===== config.mk =====
export PLATFORM = sky130hd
export DESIGN_NAME = ted_ctrl
export DESIGN_NICKNAME = d
export VERILOG_FILES = /design/src/design/ted_pkg.sv /design/src/design/ted_ctrl.sv
export SDC_FILE = /design/constraint.sdc
export NUM_CORES = 1
export LEC_CHECK = 0
export BUFFER_PORTS_ARGS = -buffer_cell sky130_fd_sc_hd__buf_4
export CAP_MARGIN = 15
export CORE_AREA = 5 5 42 44
export CTS_CLUSTER_DIAMETER = 100
export DETAILED_ROUTE_END_ITERATION = 10
export DIE_AREA = 0 0 47 49
export GPL_TIMING_DRIVEN = 1
export SLEW_MARGIN = 10
export SYNTH_ARGS = -nofsm -noshare
export SYNTH_HDL_FRONTEND = slang
export SYNTH_SLANG_ARGS = --single-unit

===== constraint.sdc =====
create_clock -name i_clk -period 3.1 [get_ports i_clk]
set_input_delay 0.155 -clock i_clk [delete_from_list [all_inputs] [get_ports i_clk]]
set_output_delay 0.155 -clock i_clk [all_outputs]
set_load 0.05 [all_outputs]

===== src/design/ted_pkg.sv =====
package ted_pkg;

    // Sizing
    localparam int MAX_LEN    = 256;
    localparam int TOKEN_BITS = 32;
    localparam int TOKEN_W    = 32;
    localparam int KIND_W     = 2;
    localparam int DIST_W     = 9;
    localparam int LEN_W      = $clog2(MAX_LEN + 1);
    localparam int IDX_W      = $clog2(MAX_LEN);
    localparam int COST_W     = LEN_W;
    localparam int SAT_W      = (COST_W > DIST_W) ? COST_W : DIST_W;

    localparam logic [DIST_W-1:0] DIST_MAX = '1;

    // Item kinds
    localparam logic [KIND_W-1:0] KIND_A    = 2'd0;
    localparam logic [KIND_W-1:0] KIND_B    = 2'd1;
    localparam logic [KIND_W-1:0] KIND_DIST = 2'd2;

    // Controller to datapath commands
    typedef struct packed {
        logic append_a;
        logic append_b;
        logic dist_now;   // one sequence empty: answer straight away
        logic run_init;   // full compute begins at row zero
        logic row_start;
        logic cell_step;
    } t_cmd;

    // Datapath to controller status
    typedef struct packed {
        logic len_a_zero;
        logic len_b_zero;
        logic row_end;
        logic last_row;
        logic out_valid;
    } t_sts;

endpackage


===== src/design/ted_ctrl.sv =====
module ted_ctrl (
    input  logic                        i_clk,
    input  logic                        i_rst_n,
    input  logic                        i_in_valid,
    input  logic [ted_pkg::KIND_W-1:0]  i_kind,
    input  ted_pkg::t_sts               i_sts,
    output logic                        o_in_stall,
    output ted_pkg::t_cmd               o_cmd
);

    localparam logic [1:0] S_IDLE = 2'd0;
    localparam logic [1:0] S_ROW  = 2'd1;
    localparam logic [1:0] S_CELL = 2'd2;

    logic [1:0] r_state;
    logic [1:0] n_state;
    logic       w_accept;
    logic       w_empty;

    // Input side: busy while computing, or a distance would collide with a held result
    assign o_in_stall = (r_state != S_IDLE) || ((i_kind == ted_pkg::KIND_DIST) && i_sts.out_valid);
    assign w_accept   = i_in_valid && !o_in_stall;
    assign w_empty    = i_sts.len_a_zero || i_sts.len_b_zero;

    // Commands
    always_comb begin
        o_cmd           = '0;
        o_cmd.append_a  = w_accept && (i_kind == ted_pkg::KIND_A);
        o_cmd.append_b  = w_accept && (i_kind == ted_pkg::KIND_B);
        o_cmd.dist_now  = w_accept && (i_kind == ted_pkg::KIND_DIST) && w_empty;
        o_cmd.run_init  = w_accept && (i_kind == ted_pkg::KIND_DIST) && !w_empty;
        o_cmd.row_start = (r_state == S_ROW);
        o_cmd.cell_step = (r_state == S_CELL);
    end

    // Next state
    always_comb begin
        n_state = r_state;
        unique case (r_state)
            S_IDLE: begin
                if (o_cmd.run_init) begin
                    n_state = S_ROW;
                end
            end
            S_ROW: begin
                n_state = S_CELL;
            end
            S_CELL: begin
                if (i_sts.row_end) begin
                    n_state = i_sts.last_row ? S_IDLE : S_ROW;
                end
            end
            default: begin
                n_state = S_IDLE;
            end
        endcase
    end

    always_ff @(posedge i_clk) begin
        if (!i_rst_n) begin
            r_state <= S_IDLE;
        end else begin
            r_state <= n_state;
        end
    end

    // Row setup always hands over to the cell walk
    a_row_to_cell: assert property (@(posedge i_clk) disable iff (!i_rst_n)
        (r_state == S_ROW) |=> (r_state == S_CELL))
        else $error("row setup not followed by cell walk");

    // Finishing the last cell produces a result and frees the block
    a_done_result: assert property (@(posedge i_clk) disable iff (!i_rst_n)
        ((r_state == S_CELL) && i_sts.row_end && i_sts.last_row)
        |=> ((r_state == S_IDLE) && i_sts.out_valid))
        else $error("compute finished without result");

endmodule


After elaboration in Yosys (flattened, before gate mapping) --
Index checks and enable logic that the tools add are counted.
Operators by class: reductions and logical operators 15, equality and inequality tests 6, muxes and demuxes 4
Operators with widths (count):
- 1-bit logical AND | 7
- 2-bit case mux with 3 select lines | 1
- 2-bit by 1-bit equality test with 1-bit output (second input constant) | 2
- 2-bit equality test (second input constant) | 2
- 2-bit zero test | 2
- 2-bit two-way mux | 2
- 2-bit inequality test (second input constant) | 2
- 1-bit zero test | 2
- 1-bit logical OR | 2
- 2-bit AND reduction | 1
- 2-bit nonzero test | 1
- 1-bit two-way mux | 1
Word-level totals: register bits 2, logic and storage cells 26

Logic depth before layout (Yosys ltp) --
Gate-level depths: netlist of run 1.
depth in word-level cells 9, depth in mapped cells 3, depth with buffers taken out 3

Least setup slack after synthesis of run 1 --
No wires, ideal clock.
kind register to output, start point register r_state[0], end point output port o_cmd[3] (netlist name), data arrival time 2.243 ns, path buffers 0, slack 0.702 ns, stages on the path, launching flop included 3, cell sequence dfxtp_1 or3b_4 nor4_1
RTL lines:
- from (decl) | RTL line ted_ctrl.sv:15 | logic [1:0] r_state;
- from (signal assigned) | RTL line ted_ctrl.sv:63 | r_state <= n_state;
- to (decl) | RTL line ted_ctrl.sv:8 | output ted_pkg::t_cmd o_cmd

==> results of run 1 <==
kinds of logic (layout without fill, tap and decap cells):
logic type,Yosys count,in the layout
DFF,2,2
and+or+nand+nor,10,10
AOI/OAI and AO/OA,4,4
buffers and inverters,4,22
per-layer routing:
| metal | global-route usage | vias up |
|---|---|---|
| li1 | - | 109 |
| met1 | 0.0460 | 87 |
| met2 | 0.0724 | 9 |
| met3 | 0.0443 | 0 |
| met4 | 0.0415 | 0 |
| met5 | 0 | - |
synthesized netlist by cell type, drive strengths merged:
cell    count  area (um^2)
a311o       1         11.3
and2        1         6.26
and2b       1         8.76
buf         1         7.51
dfxtp       2         40.0
inv         3         11.3
nand2b      1         6.26
nor2        2         7.51
nor3        2         10.0
nor4        1         6.26
nor4b       1         23.8
o2111a      1         11.3
o21a        1         7.51
o21ai       1         5.00
or3b        1         11.3
through the flow:
stage | std cells | total power, uW | worst slack [ns] | utilization | hold slack, ns
global placement | 51 | 57.2 | 1.71 | 0.219 | 0.382
CTS | 54 | 118 | 1.46 | 0.235 | 0.147
floorplan | 20 | 42.9 | 0.702 | - | 0.272
global route | 54 | 121 | 1.39 | 0.235 | 0.161
detailed placement | 51 | 57.3 | 1.71 | 0.219 | 0.385
finish | 54 | 113 | 1.48 | 0.235 | 0.159
final timing paths:
path / start / end / slack [ns] / cells past startpoint
hold reg to reg: r_state[0]$_SDFFE_PN0P_ / r_state[0]$_SDFFE_PN0P_ / 0.57 / 2
setup reg to reg: r_state[1]$_SDFFE_PN0P_ / r_state[0]$_SDFFE_PN0P_ / 1.85 / 3
setup / recovery: r_state[1]$_SDFFE_PN0P_ / o_cmd[2] / 1.48 / 3
hold / removal: i_rst_n / r_state[1]$_SDFFE_PN0P_ / 0.16 / 2
final cells by class:
type	instances	area share
Tap cell	16	0.0608
Timing Repair Buffer	16	0.365
Clock buffer	3	0.0684
Multi-Input combinational cell	14	0.350
Inverter	3	0.0342
Sequential cell	2	0.122
where the power goes:
group / switching, uW / internal, uW
clock network: 13.8 / 42.6
registers: 0.228 / 26.2
logic: 15.9 / 14.2
total: 30.0 / 83.0
worst register-to-register path, cell delays in order (launching register included):
cell	delay, ns
dfxtp_1	0.33
or3b_4	0.42
nor4b_4	0.25
o2111a_1	0.19
==> flow_summary_export.csv, run 1 <==
group,metric,value,unit
drt,wl_met2,248,um
pwr,peakVddDrop,82.4,uV
setup_path,worst-setup-path-type,"reg -> out",
drt,route.met3.wl,86,um
logic_synthesis,ys_seq_area_frac,0.230,
setup_path,required,2.94,ns
logic_synthesis,synth_compound_area_frac,0.201,
setup_path,cpPeakStageDelay,0.42,ns
timing,fmax,619,MHz
setup_path,path_delay_family,"simple AND/OR/NAND/NOR gates",
logic_synthesis,syn_avg_cell_area,8.70,um^2
timing,min_period,1.62,ns
timing,rsz0062_at_grt,"false",
cells_and_area,top_regs,"r_state (2)",
clock_network,cts_max_path_buffers,2,
setup_path,endpoint_kind,"primary output",
floorplanning,die_w,47,um
timing,worst_pin_slew,0.226,ns
placement,dpl-instance-area,307,um^2
cells_and_area,regMostFlops,"r_state",
logic_synthesis,synth_top_family_by_area,"simple AND/OR/NAND/NOR gates",
cells_and_area,fill_cells,161,
floorplanning,ios,17,
cells_and_area,register_area,40.0,um^2
timing,setup_viol,0,
logic_synthesis,synth-seq-cells,2,
clock_network,clk-insertion-delay-late,0.22,ns
logic_synthesis,synth-xor-area-share,0,
logic_synthesis,syn_inst,20,
placement,port_buffers,16,
logic_synthesis,yosys.area_share.adder,0,
worst_hold_path,hold_path_class,"in -> reg",
setup_path,worst_path_max_delay_cell,"or3b_4",
timing,finClkSkew,0.00220,ns
cells_and_area,drive_above_1_share,0.605,
cells_and_area,final_area,329,um^2
floorplanning,die_h,49,um
global_routing,gr-total-overflow,0,
setup_path,critPathLaunchType,"flip-flop",
floorplanning,core,0.00140,mm^2
drt,drtPass1Iterations,2,
pwr,powerDensity,343,mW/mm^2
timing,fin_crit_sh,0.521,
clock_network,cts-root-buf,"clkbuf_4",
global_routing,grt_max_degree,7,
floorplanning,dieArea,0.00230,mm^2
outcome,status,"finished, final reports clean",
timing,drv_slew,0,
placement,gp_congestion,0.658,
global_routing,groute.usage.overall,0.0520,
drt,wl_per_cell,9.17,um
placement,hpwl,427,um
setup_path,crit_buf_inv,1,
drt,remaining_drc_errors,0,
logic_synthesis,yosysWarningCount,0,
timing,slew_headroom,0.848,
global_routing,antenna_found_initial,0,
setup_path,cp_max_fo,6,
clock_network,cts.sinks,2,
drt,vias,205,
drt,met1_length,159,um
drt,drtIter0Drc,1,
global_routing,grt_pass1_wl,772,um
logic_synthesis,synthesis.area,174,um^2
cells_and_area,syn_to_final_growth,89.2,%
cells_and_area,layout_common_cells,"16 x buf_4, 3 x inv_1, 3 x clkbuf_4",
run,maxCapViolations,0,
clock_network,cts_buffers,3,
pwr,p_leak,0.000160,uW
clock_network,path_clk_slew,0.03,ns
floorplanning,start_util,0.124,
setup_path,path_cells,"or3b_4, nor4b_4, buf_4",
cells_and_area,largest_reg_flops,2,
clock_network,cts_max_level,1,
drt,vias_per_cell,3.80,
clock_network,cts_hold_buffers,0,
clock_network,cts_setup_buffers,0,
clock_network,cts_tree,"done",
drt,drt_wl_total,495,um
clock_network,cts_resized,0,
cells_and_area,layout.nets,50,
logic_synthesis,synthMuxAreaShare,0,
logic_synthesis,synth-simple-area-share,0.460,
cells_and_area,multiInputGateArea,115,um^2
cells_and_area,final_common_cell,"buf_4",
logic_synthesis,syn-num-nets,30,
drt,ant_nets,0,
timing,finalHoldViolations,0,
cells_and_area,antenna_cells,0,
setup_path,worstPathArrival,1.46,ns
logic_synthesis,synth.lib_cells_used.distinct,15,
timing,fin_tns_setup,0,ns
global_routing,first_global_vias,221,
floorplanning,rows,14,
drt,highest_layer,"met3",
Note: power is estimated with default switching activity, not from simulation.
==> inputs of run 2 (changes only) <==
--- a/config.mk
+++ b/config.mk
@@ -5,6 +5,7 @@
 export SDC_FILE = /design/constraint.sdc
 export NUM_CORES = 1
 export LEC_CHECK = 0
+export ABC_AREA = 1
 export BUFFER_PORTS_ARGS = -buffer_cell sky130_fd_sc_hd__buf_4
 export CAP_MARGIN = 15
 export CORE_AREA = 5 5 42 44
==> constraint.sdc (replaced) <==
create_clock -name i_clk -period 1.3 [get_ports i_clk]
set_input_delay 0.065 -clock i_clk [delete_from_list [all_inputs] [get_ports i_clk]]
set_output_delay 0.065 -clock i_clk [all_outputs]
set_load 0.05 [all_outputs]
==> run 2 against run 1 <==
Against the previous run: setup slack worse by 1.4 ns; sequential share of layout area is 1.4 points lower; power grew to 3.0 times the previous value; clock-buffer cell count stayed put; final cell count rose by 24%; utilization is 4.8 points higher; largest cell class is now multi-input gates; register-to-register slack got worse by 1.5 ns; clock power increased by 150%.
==> flow_summary_export.csv, run 2 <==
group,metric,value,unit
cells_and_area,layout_common_cells,"15 x buf_4, 9 x inv_1, 6 x nand2_1",
floorplanning,rows,14,
timing,fmax,802,MHz
setup_path,timing.rr.start,"r_state[1]$_SDFFE_PN0P_",
drt,vias,251,
drt,ant_nets,0,
logic_synthesis,yosys.area.top_type,"dfxtp_1",
setup_path,endpoint_kind,"primary output",
global_routing,groute.usage.overall,0.0541,
clock_network,cts_max_path_buffers,2,
pwr,p_clk_frac,0.410,
cells_and_area,top_regs,"r_state (2)",
clock_network,cts-root-buf,"clkbuf_4",
placement,gp_congestion,0.627,
timing,rsz0062_at_grt,"true",
pwr,switching_share,0.356,
logic_synthesis,syn_avg_cell_area,6.49,um^2
floorplanning,die_h,49,um
clock_network,cts_tree,"done",
outcome,status,"finished, final reports clean",
logic_synthesis,synth.most_common_cell,"inv_1",
pwr,intPower,220,uW
setup_path,worstPathArrival,1.18,ns
drt,wl_per_cell,8.58,um
timing,drv_slew,0,
cells_and_area,antenna_cells,0,
cells_and_area,drive_above_1_share,0.627,
floorplanning,core,0.00140,mm^2
floorplanning,start_util,0.148,
logic_synthesis,synth_top_area_share,0.193,
logic_synthesis,async_flop_share,0,
timing,slew_headroom,0.890,
logic_synthesis,synth-simple-area-share,0.530,
setup_path,critPathLaunchType,"flip-flop",
drt,drtPass1Iterations,2,
drt,drt_wl_total,575,um
logic_synthesis,synth-main-ff-cell,"dfxtp_1",
cells_and_area,layout.nets,63,
clock_network,cts_max_level,1,
logic_synthesis,synthesis.area,208,um^2
timing,finalHoldViolations,0,
timing,worst_pin_slew,0.164,ns
cells_and_area,syn_to_final_growth,91.0,%
placement,port_buffers,16,
setup_path,required,1.24,ns
timing,fin_tns_setup,0,ns
logic_synthesis,synth_compound_area_frac,0.0783,
placement,dp.cells,63,
floorplanning,die_w,47,um
logic_synthesis,netlist_top_cells_area,"dfxtp_1 19%, inv_1 16%, nand2_1 11%",
drt,vias_per_cell,3.75,
global_routing,first_global_vias,213,
global_routing,gr-total-overflow,0,
drt,remaining_drc_errors,0,
pwr,switching_power,122,uW
floorplanning,ios,17,
run,maxCapViolations,0,
pwr,seqPwrFrac,0.206,
setup_path,cp_max_fo,4,
timing,fin_crit_sh,0.960,
logic_synthesis,synthMuxAreaShare,0,
logic_synthesis,syn_inst,32,
clock_network,cts_buffers,3,
logic_synthesis,yosys.area_share.adder,0,
worst_hold_path,hp-start,"i_rst_n",
timing,finClkSkew,0.00280,ns
setup_path,regToRegSetupSlack,0.39,ns
clock_network,path_clk_slew,0.03,ns
cells_and_area,final_common_cell,"buf_4",
global_routing,grt_pass1_wl,828,um
pwr,powerDensity,860,mW/mm^2
logic_synthesis,synth.lib_cells_used.distinct,13,
timing,setup_viol,0,
cells_and_area,largest_reg_flops,2,
worst_hold_path,hold_path_class,"in -> reg",
setup_path,reg2reg_to,"r_state[0]$_SDFFE_PN0P_",
logic_synthesis,ys_seq_area_frac,0.193,
pwr,power_frac_comb,0.384,
logic_synthesis,synth-xor-area-share,0,
logic_synthesis,synth_edf_count,0,
clock_network,cts_hold_buffers,0,
clock_network,clk-insertion-delay-late,0.23,ns
setup_path,crit_path_end,"o_cmd[5]",
logic_synthesis,synth_top_family_by_area,"simple AND/OR/NAND/NOR gates",
global_routing,grt_max_degree,5,
logic_synthesis,syn-num-nets,42,
logic_synthesis,yosysWarningCount,0,
logic_synthesis,synthTopCellsByCount,"9 x inv_1, 6 x nand2_1, 4 x nor2_1",
clock_network,cts.sinks,2,
pwr,p_leak,0.000204,uW
cells_and_area,regMostFlops,"r_state",
setup_path,worst-setup-path-type,"reg -> out",
placement,hpwl,484,um
global_routing,antenna_found_initial,0,
logic_synthesis,synth-seq-cells,2,
setup_path,reg2reg_depth,5,
cells_and_area,stdcell_count,67,
timing,min_period,1.25,ns
pwr,peakVddDrop,338,uV
drt,drtIter0Drc,3,
floorplanning,dieArea,0.00230,mm^2
setup_path,critical_path.startpoint,"r_state[1]$_SDFFE_PN0P_",
## run 2: changes by cell type after synthesis, sizes merged, moves of 2 or more
cell / change
inv: +6
nand2: +6
nor2: +6
nand4: +2
## run 2: metrics by stage
stage          worst slack [ns]  hold slack [ns]  power, uW   util  area, um^2
2_1_floorplan           -0.0285            0.215        150      -         219
3_3_place_gp              0.285            0.327        194  0.251         352
3_5_place_dp              0.260            0.328        195  0.251         352
4_1_cts                  0.0122           0.0899        345  0.267         374
5_1_grt                 -0.0271            0.106        363  0.283         397
6_report                 0.0525           0.0911        341  0.283         397
## run 2: critical path, cell delays in order (launching register included)
cell and delay (ns):
dfxtp_2 0.33, nor2_4 0.17, nand3_2 0.10, nor3_2 0.18, buf_6 0.18
## run 2: cell families after synthesis
group	count (synthesis)
simple gates	18
flops	2
compound gates	2
buf+inv	10
## run 2: worst min-delay path by stage
| stage | to | cells past startpoint |
|---|---|---|
| 6_report | r_state[1]$_SDFFE_PN0P_ | 2 |
| 5_1_grt | r_state[1]$_SDFFE_PN0P_ | 2 |
| 3_5_place_dp | r_state[1]$_SDFFE_PN0P_ | 2 |
| 4_1_cts | r_state[1]$_SDFFE_PN0P_ | 2 |
| 3_3_place_gp | r_state[1]$_SDFFE_PN0P_ | 2 |
| 2_1_floorplan | r_state[1]$_SDFFE_PN0P_ | 1 |
## run 2: final cells by class
| type | instances | area, um^2 |
|---|---|---|
| sequential | 2 | 42.5 |
| timing repair buffer | 17 | 135 |
| fill | 169 | 1000 |
| clock buffer | 3 | 22.5 |
| inverter | 9 | 33.8 |
| tap | 16 | 20.0 |
| multi-input combinational | 20 | 143 |
## run 2: timing repair
action                     in CTS  in global routing
setup endpoints to repair       0                  4
setup buffers                   0                  1
gates resized for setup         0                  5
## run 2: power by group through the flow
stage          Combinational, uW  Sequential (uW)  Clock, uW
6_report                     131             70.2        140
3_3_place_gp                 123             70.2          0
2_1_floorplan               80.5             69.8          0
3_5_place_dp                 125             70.4          0
5_1_grt                      140             70.7        152
4_1_cts                      125             69.6        151
## run 2: metal layers
metal / wire length (um) / vias to the layer above / track usage / share of wire
met5: 0 / - / 0 / 0
met3: 75 / 2 / 0.0221 / 0.13
met2: 253 / 13 / 0.0611 / 0.44
met4: 17 / 0 / 0.0553 / 0.030
li1: - / 133 / - / -
met1: 229 / 103 / 0.0699 / 0.40
